--- src/hdl/expiry_ordered_timer_table_assert.svh ---
// Assertion macros used by the timer table RTL.
`ifndef EXPIRY_ORDERED_TIMER_TABLE_ASSERT_SVH
`define EXPIRY_ORDERED_TIMER_TABLE_ASSERT_SVH

// Check cons in the same cycle as ante.
`define EOT_ASSERT_SAME(label, clk, rst_n, ante, cons) \
  label: assert property (@(posedge clk) disable iff (!rst_n) (ante) |-> (cons)) \
    else $error("timer table check failed");

// Check cons in the cycle after ante.
`define EOT_ASSERT_NEXT(label, clk, rst_n, ante, cons) \
  label: assert property (@(posedge clk) disable iff (!rst_n) (ante) |=> (cons)) \
    else $error("timer table check failed");

`endif

--- src/hdl/eot_pkg.sv ---
package eot_pkg;

  localparam int TIMER_SLOTS_DEF = 32;
  localparam int MAX_RESULTS     = 32;

  localparam int FUNC_W = 2;
  localparam int ID_W   = 16;
  localparam int TMO_W  = 31;
  localparam int TIME_W = 32;
  localparam int STAT_W = 3;

  localparam logic [FUNC_W-1:0] FUNC_ADD    = 2'd0;
  localparam logic [FUNC_W-1:0] FUNC_ADJUST = 2'd1;
  localparam logic [FUNC_W-1:0] FUNC_REMOVE = 2'd2;
  localparam logic [FUNC_W-1:0] FUNC_TICK   = 2'd3;

  localparam logic [STAT_W-1:0] ST_OK       = 3'd0;
  localparam logic [STAT_W-1:0] ST_FULL     = 3'd1;
  localparam logic [STAT_W-1:0] ST_NOTFOUND = 3'd2;
  localparam logic [STAT_W-1:0] ST_EXPIRED  = 3'd3;
  localparam logic [STAT_W-1:0] ST_NONE     = 3'd4;

  typedef logic [TIME_W-1:0] time_ms_t;
  typedef logic [ID_W-1:0]   timer_id_t;

  // true when a lies strictly after b on the wrapping time line
  function automatic logic time_after(time_ms_t a, time_ms_t b);
    time_ms_t d;
    d = a - b;
    return (d != '0) && !d[TIME_W-1];
  endfunction

endpackage

--- src/hdl/eot_in_if.sv ---
interface eot_in_if;
  import eot_pkg::*;

  logic                  valid;
  logic                  ready;
  logic [FUNC_W-1:0]     func;
  logic [ID_W-1:0]       timer_id;
  logic [TMO_W-1:0]      timeout_ms;
  logic [TIME_W-1:0]     now_ms;

  modport source (output valid, func, timer_id, timeout_ms, now_ms, input ready);
  modport sink   (input valid, func, timer_id, timeout_ms, now_ms, output ready);
endinterface

--- src/hdl/eot_out_if.sv ---
interface eot_out_if;
  import eot_pkg::*;

  logic              valid;
  logic              ready;
  logic [STAT_W-1:0] status;
  logic [ID_W-1:0]   expired_id;
  logic              last;

  modport source (output valid, status, expired_id, last, input ready);
  modport sink   (input valid, status, expired_id, last, output ready);
endinterface

--- src/hdl/expiry_ordered_timer_table.sv ---
// Timer table kept sorted by expiry time, up to TIMER_SLOTS timers.
// in_ch carries one command: add, adjust, remove or tick, with id, timeout
// and current time. out_ch returns results; each carries last on the final
// result of its command. Add, adjust and remove give one result each; tick
// gives one expired result per due timer, in expiry order, at most 32 per
// tick, or a single nothing-expired result.
// All work goes through one single-port-read table memory and one wrapping
// time comparator; every table step is a read state followed by a
// compare/write state. Add moves later entries up; remove searches for the
// id and moves the entries behind it down; adjust does both; tick scans the
// due entries, then moves the rest down. in_ch.ready is high only between
// commands. One output register holds a result; while the receiver stalls,
// the sequencer waits before producing the next result and nothing is lost.
// Reset (synchronous, rst_n low) empties the table at once; no clearing pass
// is needed since only live entries are ever read.
module expiry_ordered_timer_table #(
  parameter int TIMER_SLOTS = eot_pkg::TIMER_SLOTS_DEF
) (
  input  logic      clk,
  input  logic      rst_n,
  eot_in_if.sink    in_ch,
  eot_out_if.source out_ch
);
  import eot_pkg::*;

  `include "expiry_ordered_timer_table_assert.svh"

  localparam int AW = $clog2(TIMER_SLOTS);
  localparam int CW = $clog2(TIMER_SLOTS + 1);
  localparam int EW = TIME_W + ID_W;
  localparam logic [CW-1:0] SLOTS_C = CW'(TIMER_SLOTS);

  localparam logic [3:0] S_IDLE    = 4'd0;
  localparam logic [3:0] S_INS_RD  = 4'd1;
  localparam logic [3:0] S_INS_EV  = 4'd2;
  localparam logic [3:0] S_FIND_RD = 4'd3;
  localparam logic [3:0] S_FIND_EV = 4'd4;
  localparam logic [3:0] S_SHF_RD  = 4'd5;
  localparam logic [3:0] S_SHF_WR  = 4'd6;
  localparam logic [3:0] S_SCAN_RD = 4'd7;
  localparam logic [3:0] S_SCAN_EV = 4'd8;
  localparam logic [3:0] S_SCAN_END = 4'd9;
  localparam logic [3:0] S_RESP    = 4'd10;

  logic [3:0]        state_r, state_nxt;
  logic [FUNC_W-1:0] func_r, func_nxt;
  timer_id_t         id_r, id_nxt;
  time_ms_t          exp_r, exp_nxt;
  time_ms_t          now_r, now_nxt;
  logic [CW-1:0]     count_r, count_nxt;
  logic [CW-1:0]     ptr_r, ptr_nxt;
  logic [CW-1:0]     dist_r, dist_nxt;
  logic              pend_r, pend_nxt;
  timer_id_t         pend_id_r, pend_id_nxt;
  logic [STAT_W-1:0] res_r, res_nxt;

  logic              out_valid_r, out_valid_nxt;
  logic [STAT_W-1:0] out_status_r, out_status_nxt;
  timer_id_t         out_id_r, out_id_nxt;
  logic              out_last_r, out_last_nxt;

  logic          we;
  logic [AW-1:0] waddr, raddr;
  logic [EW-1:0] wdata, rdata;
  logic [CW-1:0] ptr_m1, wr_pos;
  time_ms_t      rd_exp, cmp_b;
  timer_id_t     rd_own;
  logic          after;
  logic          emit_ok;
  logic          accept;

  eot_ram #(.WIDTH(EW), .DEPTH(TIMER_SLOTS)) u_table (
    .clk   (clk),
    .we    (we),
    .waddr (waddr),
    .wdata (wdata),
    .raddr (raddr),
    .rdata (rdata)
  );

  assign rd_exp  = rdata[EW-1:ID_W];
  assign rd_own  = rdata[ID_W-1:0];
  assign cmp_b   = (state_r == S_SCAN_EV) ? now_r : exp_r;
  assign after   = time_after(rd_exp, cmp_b);
  assign ptr_m1  = ptr_r - 1'b1;
  assign wr_pos  = ptr_r - dist_r;
  assign emit_ok = !out_valid_r || out_ch.ready;
  assign accept  = in_ch.valid && in_ch.ready;

  assign in_ch.ready       = (state_r == S_IDLE);
  assign out_ch.valid      = out_valid_r;
  assign out_ch.status     = out_status_r;
  assign out_ch.expired_id = out_id_r;
  assign out_ch.last       = out_last_r;

  always_comb begin
    state_nxt   = state_r;
    func_nxt    = func_r;
    id_nxt      = id_r;
    exp_nxt     = exp_r;
    now_nxt     = now_r;
    count_nxt   = count_r;
    ptr_nxt     = ptr_r;
    dist_nxt    = dist_r;
    pend_nxt    = pend_r;
    pend_id_nxt = pend_id_r;
    res_nxt     = res_r;

    out_valid_nxt  = out_valid_r && !out_ch.ready;
    out_status_nxt = out_status_r;
    out_id_nxt     = out_id_r;
    out_last_nxt   = out_last_r;

    we    = 1'b0;
    waddr = ptr_r[AW-1:0];
    wdata = {exp_r, id_r};
    raddr = ptr_r[AW-1:0];

    case (state_r)
      S_IDLE: begin
        if (in_ch.valid) begin
          func_nxt = in_ch.func;
          id_nxt   = in_ch.timer_id;
          exp_nxt  = in_ch.now_ms + TIME_W'(in_ch.timeout_ms);
          now_nxt  = in_ch.now_ms;
          pend_nxt = 1'b0;
          ptr_nxt  = '0;
          case (in_ch.func)
            FUNC_ADD: begin
              if (count_r == SLOTS_C) begin
                res_nxt   = ST_FULL;
                state_nxt = S_RESP;
              end else begin
                ptr_nxt   = count_r;
                state_nxt = S_INS_RD;
              end
            end
            FUNC_ADJUST, FUNC_REMOVE: state_nxt = S_FIND_RD;
            FUNC_TICK:                state_nxt = S_SCAN_RD;
            default:                  state_nxt = S_IDLE;
          endcase
        end
      end
      S_INS_RD: begin
        raddr = ptr_m1[AW-1:0];
        if (ptr_r == '0) begin
          we        = 1'b1;
          count_nxt = count_r + 1'b1;
          res_nxt   = ST_OK;
          state_nxt = S_RESP;
        end else begin
          state_nxt = S_INS_EV;
        end
      end
      S_INS_EV: begin
        raddr = ptr_m1[AW-1:0];
        we    = 1'b1;
        if (after) begin
          wdata     = rdata;
          ptr_nxt   = ptr_m1;
          state_nxt = S_INS_RD;
        end else begin
          count_nxt = count_r + 1'b1;
          res_nxt   = ST_OK;
          state_nxt = S_RESP;
        end
      end
      S_FIND_RD: begin
        if (ptr_r == count_r) begin
          res_nxt   = ST_NOTFOUND;
          state_nxt = S_RESP;
        end else begin
          state_nxt = S_FIND_EV;
        end
      end
      S_FIND_EV: begin
        ptr_nxt = ptr_r + 1'b1;
        if (rd_own == id_r) begin
          dist_nxt  = CW'(1);
          state_nxt = S_SHF_RD;
        end else begin
          state_nxt = S_FIND_RD;
        end
      end
      S_SHF_RD: begin
        if (ptr_r == count_r) begin
          count_nxt = count_r - dist_r;
          case (func_r)
            FUNC_ADJUST: begin
              ptr_nxt   = count_r - dist_r;
              state_nxt = S_INS_RD;
            end
            FUNC_REMOVE: begin
              res_nxt   = ST_OK;
              state_nxt = S_RESP;
            end
            default: state_nxt = S_IDLE;
          endcase
        end else begin
          state_nxt = S_SHF_WR;
        end
      end
      S_SHF_WR: begin
        we        = 1'b1;
        waddr     = wr_pos[AW-1:0];
        wdata     = rdata;
        ptr_nxt   = ptr_r + 1'b1;
        state_nxt = S_SHF_RD;
      end
      S_SCAN_RD: begin
        if (ptr_r == count_r || int'(ptr_r) == MAX_RESULTS) begin
          state_nxt = S_SCAN_END;
        end else begin
          state_nxt = S_SCAN_EV;
        end
      end
      S_SCAN_EV: begin
        if (after) begin
          state_nxt = S_SCAN_END;
        end else if (!pend_r || emit_ok) begin
          if (pend_r) begin
            out_valid_nxt  = 1'b1;
            out_status_nxt = ST_EXPIRED;
            out_id_nxt     = pend_id_r;
            out_last_nxt   = 1'b0;
          end
          pend_nxt    = 1'b1;
          pend_id_nxt = rd_own;
          ptr_nxt     = ptr_r + 1'b1;
          state_nxt   = S_SCAN_RD;
        end
      end
      S_SCAN_END: begin
        if (emit_ok) begin
          out_valid_nxt  = 1'b1;
          out_status_nxt = pend_r ? ST_EXPIRED : ST_NONE;
          out_id_nxt     = pend_r ? pend_id_r : '0;
          out_last_nxt   = 1'b1;
          pend_nxt       = 1'b0;
          if (pend_r) begin
            dist_nxt  = ptr_r;
            state_nxt = S_SHF_RD;
          end else begin
            state_nxt = S_IDLE;
          end
        end
      end
      S_RESP: begin
        if (emit_ok) begin
          out_valid_nxt  = 1'b1;
          out_status_nxt = res_r;
          out_id_nxt     = '0;
          out_last_nxt   = 1'b1;
          state_nxt      = S_IDLE;
        end
      end
      default: state_nxt = S_IDLE;
    endcase
  end

  always_ff @(posedge clk) begin
    if (!rst_n) begin
      state_r     <= S_IDLE;
      count_r     <= '0;
      pend_r      <= 1'b0;
      out_valid_r <= 1'b0;
    end else begin
      state_r     <= state_nxt;
      count_r     <= count_nxt;
      pend_r      <= pend_nxt;
      out_valid_r <= out_valid_nxt;
    end
  end

  always_ff @(posedge clk) begin
    func_r       <= func_nxt;
    id_r         <= id_nxt;
    exp_r        <= exp_nxt;
    now_r        <= now_nxt;
    ptr_r        <= ptr_nxt;
    dist_r       <= dist_nxt;
    pend_id_r    <= pend_id_nxt;
    res_r        <= res_nxt;
    out_status_r <= out_status_nxt;
    out_id_r     <= out_id_nxt;
    out_last_r   <= out_last_nxt;
  end

  `EOT_ASSERT_SAME(a_count_bound, clk, rst_n, 1'b1, count_r <= SLOTS_C)
  `EOT_ASSERT_NEXT(a_full_add, clk, rst_n,
    accept && in_ch.func == FUNC_ADD && count_r == SLOTS_C,
    state_r == S_RESP && res_r == ST_FULL)
  `EOT_ASSERT_SAME(a_shift_dist, clk, rst_n,
    state_r == S_SHF_RD || state_r == S_SHF_WR, dist_r != '0)
  `EOT_ASSERT_SAME(a_idle_no_pend, clk, rst_n, state_r == S_IDLE, !pend_r)

endmodule

--- src/hdl/eot_ram.sv ---
module eot_ram #(
  parameter int WIDTH = 48,
  parameter int DEPTH = 32
) (
  input  logic                     clk,
  input  logic                     we,
  input  logic [$clog2(DEPTH)-1:0] waddr,
  input  logic [WIDTH-1:0]         wdata,
  input  logic [$clog2(DEPTH)-1:0] raddr,
  output logic [WIDTH-1:0]         rdata
);

  logic [WIDTH-1:0] mem [DEPTH];
  logic [WIDTH-1:0] rdata_r;

  always_ff @(posedge clk) begin
    if (we) begin
      mem[waddr] <= wdata;
    end
    rdata_r <= mem[raddr];
  end

  assign rdata = rdata_r;

endmodule

--- src/flat_wrapper.sv ---
// flat-port wrapper written by rule: the top's interface ports become plain ports
module expiry_ordered_timer_table_flat import eot_pkg::*;
#(
  parameter int TIMER_SLOTS = eot_pkg::TIMER_SLOTS_DEF
)
  (clk, rst_n, in_ch_valid, in_ch_func, in_ch_timer_id, in_ch_timeout_ms, in_ch_now_ms, in_ch_ready, out_ch_valid, out_ch_status, out_ch_expired_id, out_ch_last, out_ch_ready);
  eot_in_if in_ch_i ();
  eot_out_if out_ch_i ();
  input  logic clk;
  input  logic rst_n;
  input wire logic [$bits(in_ch_i.valid)-1:0] in_ch_valid;
  input wire logic [$bits(in_ch_i.func)-1:0] in_ch_func;
  input wire logic [$bits(in_ch_i.timer_id)-1:0] in_ch_timer_id;
  input wire logic [$bits(in_ch_i.timeout_ms)-1:0] in_ch_timeout_ms;
  input wire logic [$bits(in_ch_i.now_ms)-1:0] in_ch_now_ms;
  output wire logic [$bits(in_ch_i.ready)-1:0] in_ch_ready;
  output wire logic [$bits(out_ch_i.valid)-1:0] out_ch_valid;
  output wire logic [$bits(out_ch_i.status)-1:0] out_ch_status;
  output wire logic [$bits(out_ch_i.expired_id)-1:0] out_ch_expired_id;
  output wire logic [$bits(out_ch_i.last)-1:0] out_ch_last;
  input wire logic [$bits(out_ch_i.ready)-1:0] out_ch_ready;
  assign in_ch_i.valid = in_ch_valid;
  assign in_ch_i.func = in_ch_func;
  assign in_ch_i.timer_id = in_ch_timer_id;
  assign in_ch_i.timeout_ms = in_ch_timeout_ms;
  assign in_ch_i.now_ms = in_ch_now_ms;
  assign in_ch_ready = in_ch_i.ready;
  assign out_ch_valid = out_ch_i.valid;
  assign out_ch_status = out_ch_i.status;
  assign out_ch_expired_id = out_ch_i.expired_id;
  assign out_ch_last = out_ch_i.last;
  assign out_ch_i.ready = out_ch_ready;
  expiry_ordered_timer_table #(.TIMER_SLOTS(TIMER_SLOTS)) u_core (.clk(clk), .rst_n(rst_n), .in_ch(in_ch_i), .out_ch(out_ch_i));
endmodule
--- config.mk ---
export PLATFORM = sky130hd
export DESIGN_NAME = expiry_ordered_timer_table_flat
export DESIGN_NICKNAME = d
export VERILOG_FILES = /design/src/hdl/eot_pkg.sv /design/src/hdl/eot_in_if.sv /design/src/hdl/eot_out_if.sv /design/src/hdl/expiry_ordered_timer_table.sv /design/src/hdl/eot_ram.sv /design/src/flat_wrapper.sv
export VERILOG_INCLUDE_DIRS = /design/src /design/src/hdl
export SDC_FILE = /design/constraint.sdc
export NUM_CORES = 2
export LEC_CHECK = 0
export ABC_AREA = 1
export BUFFER_PORTS_ARGS = -buffer_cell sky130_fd_sc_hd__buf_4
export CORE_ASPECT_RATIO = 1.75
export CORE_MARGIN = 1.5
export CORE_UTILIZATION = 40
export DETAILED_ROUTE_END_ITERATION = 10
export PLACE_DENSITY = 0.61
export SYNTH_ARGS = -nofsm -noshare
export SYNTH_HDL_FRONTEND = slang
export SYNTH_SLANG_ARGS = --single-unit
--- constraint.sdc ---
create_clock -name clk -period 5.73 [get_ports clk]
set_clock_uncertainty 0.05 [all_clocks]
set_input_delay 0.8595 -clock clk [delete_from_list [all_inputs] [get_ports clk]]
set_output_delay 0.8595 -clock clk [all_outputs]
set_load 0.005 [all_outputs]
## Word level (Yosys, flattened, before mapping)

Memories as Yosys holds them, arrays and structs flattened. A register that Yosys moved wholly into a read port is not among the register bits.
Index checks and enable logic that the tools add are counted.

- Bits in registers: 145
- Logic and storage cells: 177
- Output and inout bits: 22
- Memory bits (writable): 1536
- Memories kept: 1
- Input bits: 85

Memory list:

| memory | depth | bits a word | rd ports | clocked after Yosys merged registers in | write ports | RTL line | text |
|---|---|---|---|---|---|---|---|
| u_core.u_table.mem | 32 | 48 | 1 | 1 | 1 | eot_ram.sv:13 | `logic [WIDTH-1:0] mem [DEPTH];` |

- Bitwise operators: 1
- $add $sub $neg: 7
- Equality and inequality tests: 38
- Reductions and logical operators: 35
- Muxes and demuxes: 80

Operators with widths:

| operator | count |
|---|---|
| $mux W16 | 6 |
| $pmux W48 S2 | 1 |
| $mux W6 | 14 |
| $mux W3 | 16 |
| $mux W48 | 1 |
| $pmux W16 S3 | 1 |
| $pmux W4 S11 | 1 |
| $mux W4 | 10 |
| $add A32 B31 Y32 | 1 |
| $mux W32 | 1 |
| $reduce_bool A32 Y1 | 1 |
| $sub A32 B32 Y32 | 1 |
| $pmux W6 S5 | 1 |
| $ne A2 B1 Y1 const B | 12 |
| $pmux W6 S3 | 1 |
| $eq A16 B16 Y1 | 1 |
| $eq A4 B3 Y1 const B | 4 |
| $mux W1 | 16 |
| $pmux W3 S5 | 1 |
| $add A6 B1 Y6 const B | 2 |
| $eq A4 B4 Y1 const B | 3 |
| $eq A6 B6 Y1 const B | 2 |
| $ne A2 B2 Y1 const B | 6 |
| $pmux W4 S3 | 1 |
| 33 further kinds | 57 |

## Depth between registers and ports, before layout

- Word-level depth: 7
- Gate-level depth with buffers: 28
- Gate-level depth less buffers: 27

## Cells and area by module

From an unflattened synthesis, not the netlist that was laid out.

- Cells, all modules: 6871
- Area total of the unflattened synthesis: 74406.4 um^2

By module, submodules not included:

| module | area each (um^2) | cells each | instances |
|---|---|---|---|
| eot_ram | 62969.1 | 5279 | 1 |
| expiry_ordered_timer_table | 11437.2 | 1592 | 1 |

## Worst setup path before layout

Ideal clock, no wire load.

- Path kind: register to register
- Start: register u_core.state_r[0]
- End: register u_core.exp_r[0], enable pin
- Path buffers: 0
- Clock period less this slack: 4990 ps
- Data arrival time: 4416 ps
- Path slack: 740 ps
- Cell stages (with the launch flop): 6
- Data required time: 5157 ps
- Path through: dfxtp_1 > nor2_2 > inv_1 > nor2_1 > inv_1 > nor2_1

- Cells in the longest elaborated chain, start to end: 2

RTL lines:

| what | RTL line | text |
|---|---|---|
| start: declaration | expiry_ordered_timer_table.sv:45 | `logic [3:0] state_r, state_nxt;` |
| start signal: assignment | expiry_ordered_timer_table.sv:268 | `state_r <= state_nxt;` |
| $logic_not A4 Y1 | -- |  |
| via in_ch_ready | flat_wrapper.sv:16 | `output wire logic [$bits(in_ch_i.ready)-1:0] in_ch_ready;` |
| $reduce_and A2 Y1 (no source line) | -- |  |
| end signal: assignment | expiry_ordered_timer_table.sv:278 | `exp_r <= exp_nxt;` |
| end: declaration | expiry_ordered_timer_table.sv:48 | `time_ms_t exp_r, exp_nxt;` |

The timed path passes the listed nets, and every way through them passes these cells.
A chain may end at the register's enable or synchronous reset.

## Worst setup path after layout

- Start: register u_core.state_r[3]
- End: memory u_core.u_table.mem[12][31], data pin

- Cells in the longest elaborated chain, start to end: 7
- Elaborated cells between the ends (all ways): 10
- Classes of those cells: add/sub (1); eq/ne (3); mux (3); reduce/logical (3)

RTL lines:

| what | RTL line | text |
|---|---|---|
| $eq A4 B4 Y1 | expiry_ordered_timer_table.sv:83 | `assign cmp_b = (state_r == S_SCAN_EV) ? now_r : exp_r;` |
| $mux W32 | expiry_ordered_timer_table.sv:83 |  |
| $sub A32 B32 Y32 | eot_pkg.sv:29 | `d = a - b;` |
| $reduce_bool A32 Y1 / $logic_not A1 Y1 (equally long branches) | eot_pkg.sv:30 | `return (d != '0) && !d[TIME_W-1];` |
| $logic_and A1 B1 Y1 | eot_pkg.sv:30 |  |
| $mux W48 | expiry_ordered_timer_table.sv:158 | `if (after) begin` |
| $pmux W48 S2 * | expiry_ordered_timer_table.sv:119 | `case (state_r)` |
| via u_core.u_table.wdata[31] | eot_ram.sv:8 | `input logic [WIDTH-1:0] wdata,` |
| end: declaration | eot_ram.sv:13 |  |

The timed path passes the listed nets; every way through them passes the cells marked *.

==> impl_metrics.py <==
metrics = {
    "worst_setup_path": {
        "critPathKind": "flop to flop",
        "cp_slowest_cell": "dfxtp_1",
        "critPathCaptureType": "flop",
        "crit_family": "simple AND/OR/NAND/NOR gates",
        "cp_num_buf_inv": 4,
        "crit_top_cell": "nand2_1",
        "r2r-start": "u_core.state_r[3]",
        "worst_setup_path_start_kind": "flop",
        "max_stage_delay_ns": 0.51,
        "crit_fanout": 54,
        "arrival_ns": 5.70,
        "r2r-end": "u_core.u_table.mem[12][31]",
        "reg2regPathDepth": 24,
        "crit_chain": "inv_2, nor2_4, nand2_2, buf_12, nand2_1, o21ai_0, ha_1, nand2_1, inv_2, nand2_1, nor3_1, nand3_1, nand3_1, nand2_1, nand2_1, nor2_1, nand2_1, nor2_1, nand3_2, nand2_4, nand2_4, buf_4, nand3_2, o21ai_2",
        "r2r_slack_ns": 0.39,
        "crit_start": "u_core.state_r[3]",
        "crit_required_ns": 6.09,
    },
    "flow_run": {
        "maxCapViolations": 0,
    },
    "power": {
        "p_leak_nw": 27.1,
        "power.total_mw": 52.6,
        "peakVddDrop_uv": 847,
        "p_per_area_nw_per_um2": 647,
    },
    "clock_network": {
        "cts_tree": "built",
        "cts_buffers": 152,
        "htree_levels": 4,
        "holdBufCountCts": 0,
        "cts_setup_buffers": 0,
        "clk_pin_slew_ns": 0.07,
        "post_cts_resized": 0,
        "cts.sinks": 1728,
        "clkLatencyLatePin_ns": 0.80,
        "cts-root-buf": "clkbuf_16",
        "clockBufferDepth": 4,
    },
    "detailed_routing": {
        "drtIter0Drc": 5956,
        "drc": 0,
        "num_vias": 49469,
        "avgRoutedWirePerCell_um": 27.4,
        "drtPass1Iterations": 6,
        "via_per_inst": 5.92,
        "routed_wl_mm": 229,
        "final_antenna_net_count": 0,
    },
    "synthesis": {
        "ys_async_sr_fraction": 0,
        "synthesis.nets": 5947,
        "syn-instance-count": 5782,
        "synth_edf_count": 1668,
        "synth-main-ff-cell": "edfxtp_1",
        "avgSynthCellArea_um2": 12.5,
        "yosysUniqueCellTypes": 56,
        "synthesis.area_um2": 72100,
        "ys_ff_latch": 1728,
        "ys_seq_area_frac": 0.712,
        "synth_warnings": 0,
    },
    "sta": {
        "slew_viol_final": 0,
        "maxSlewHeadroom": 0.189,
        "worst_pin_slew_ns": 1.22,
        "final-hold-violation-count": 0,
        "min_period_over_period": 0.932,
        "max_freq_ghz": 0.187,
        "post-route-min-period_ns": 5.34,
        "setup_viol": 0,
        "tns_ns": 0,
        "worst_slack_ns": 0.391,
        "rsz0062_at_grt": "false",
        "timing.hold.ws_ns": 0.200,
    },
    "cells_and_area": {
        "post-route-util": 0.456,
        "postLayoutCellArea_um2": 81400,
        "finalNonFillerCells": 8353,
        "layout_common_cells": "edfxtp_1 (1,668), nor2_1 (919), o21ai_0 (702), nand2_1 (479), o221ai_1 (313)",
        "area_delta_synth_final_pct": 13.0,
        "layout_commonest_cell": "edfxtp_1",
        "finalNetCount": 6025,
        "drive_gt1_frac": 0.102,
    },
    "floorplan": {
        "num_rows": 205,
        "initial_core_util": 0.404,
        "coreArea_um2": 179000,
        "dieArea_um2": 183000,
        "die-height_um": 564,
        "io_pins": 107,
        "die_w_um": 324,
    },
    "global_route": {
        "overflow": 0,
        "track_usage": 0.246,
        "grt_antenna_before_repair": 1,
        "grt_start_max_net_pins": 190,
        "grt_pass1_vias": 48465,
        "grt_pass1_wl_mm": 327,
    },
    "placed_design": {
        "gp_congestion": 0.934,
        "dp_hpwl_mm": 126,
        "post-place-cells": 8086,
        "place_area_um2": 76600,
        "place_ws_ns": 0.540,
        "portBuffers": 106,
    },
    "min_path": {
        "hold_class": "input pin to flop",
        "worstHoldStart": "in_ch_timer_id[6]",
        "whs_path_depth": 1,
        "hold-path-endpoint": "u_core.id_r[6]",
    },
    "status": {
        "run_status": "finished, final reports clean",
    },
}
## power breakdown
part	switching (mW)	internal (mW)
registers	0.672	17.0
clock network	4.51	5.58
logic	18.1	6.82
## cells by family after synthesis
group | count (synthesis) | synth area share
buf+inv | 648 | 0.0384
compound gates | 1557 | 0.131
xor+xnor | 53 | 0.00644
flops | 1728 | 0.712
fa+ha+maj | 80 | 0.0143
simple gates | 1716 | 0.0977
## per-layer routing
layer  GRT usage  wire length, um
met5           0                0
met4       0.133            13600
met3      0.0296            18200
met2       0.422           114000
met1       0.301            83700
## Yosys cell counts (4+ instances only)
cell type / count / area, um2
a21oi_1: 82 / 410
a31oi_1: 99 / 619
and2_1: 7 / 43.8
buf_1: 9 / 33.8
buf_2: 126 / 631
buf_4: 19 / 143
buf_6: 12 / 135
clkbuf_1: 172 / 646
clkbuf_2: 13 / 65.1
clkinv_1: 4 / 15.0
dfxtp_1: 60 / 1200
edfxtp_1: 1668 / 50100
fa_1: 4 / 80.1
ha_1: 76 / 951
inv_1: 279 / 1050
inv_2: 13 / 48.8
nand2_1: 479 / 1800
nand2_4: 4 / 45.0
nand3_1: 178 / 891
nand3_2: 22 / 220
nand3b_1: 4 / 30.0
nand4_1: 21 / 131
nor2_1: 954 / 3580
nor2_2: 5 / 31.3
nor3_1: 19 / 95.1
nor4_1: 4 / 25.0
o2111ai_1: 6 / 52.6
o211ai_1: 62 / 465
o21ai_0: 703 / 3520
o21ai_1: 188 / 941
o221ai_1: 313 / 2740
o22ai_1: 73 / 457
o31ai_1: 4 / 30.0
or2_2: 10 / 62.6
xnor2_1: 24 / 210
xor2_1: 29 / 254
## final cells by class
class	count	area, um2
antenna	1	2.50
clock buffer	209	4260
clock inverter	57	507
fill	15956	97100
inverter	297	1150
multi-input combinational	3406	18400
sequential	1728	51300
tap	2380	2980
timing repair buffer	275	2830
## state kept, by name (all words and copies together) (netlist names)
name,count
u_core.pend_r,1
u_core.now_r,32
u_core.pend_id_r,16
u_core.dist_r,6
u_core.out_ch.status,3
u_core.id_r,16
u_core.exp_r,32
u_core.u_table.mem,1536
u_core.res_r,2
u_core.out_ch.expired_id,16
u_core.u_table.rdata,48
u_core.out_ch.last,1
u_core.func_r,2
u_core.state_r,4
u_core.ptr_r,6
u_core.out_ch.valid,1
u_core.count_r,6
## how the worst max path moves through the flow
stage	slack, ns	endpoint	depth (start not counted)
3_5_place_dp	0.54	u_core.u_table.mem[15][9]	23
4_1_cts	0.51	u_core.u_table.mem[18][9]	21
2_1_floorplan	0.74	u_core.exp_r[0]	5
5_1_grt	0.02	u_core.u_table.mem[16][9]	22
6_report	0.39	u_core.u_table.mem[12][31]	24
3_3_place_gp	0.58	u_core.u_table.mem[15][9]	25
Power figures use the tool's default switching activity.
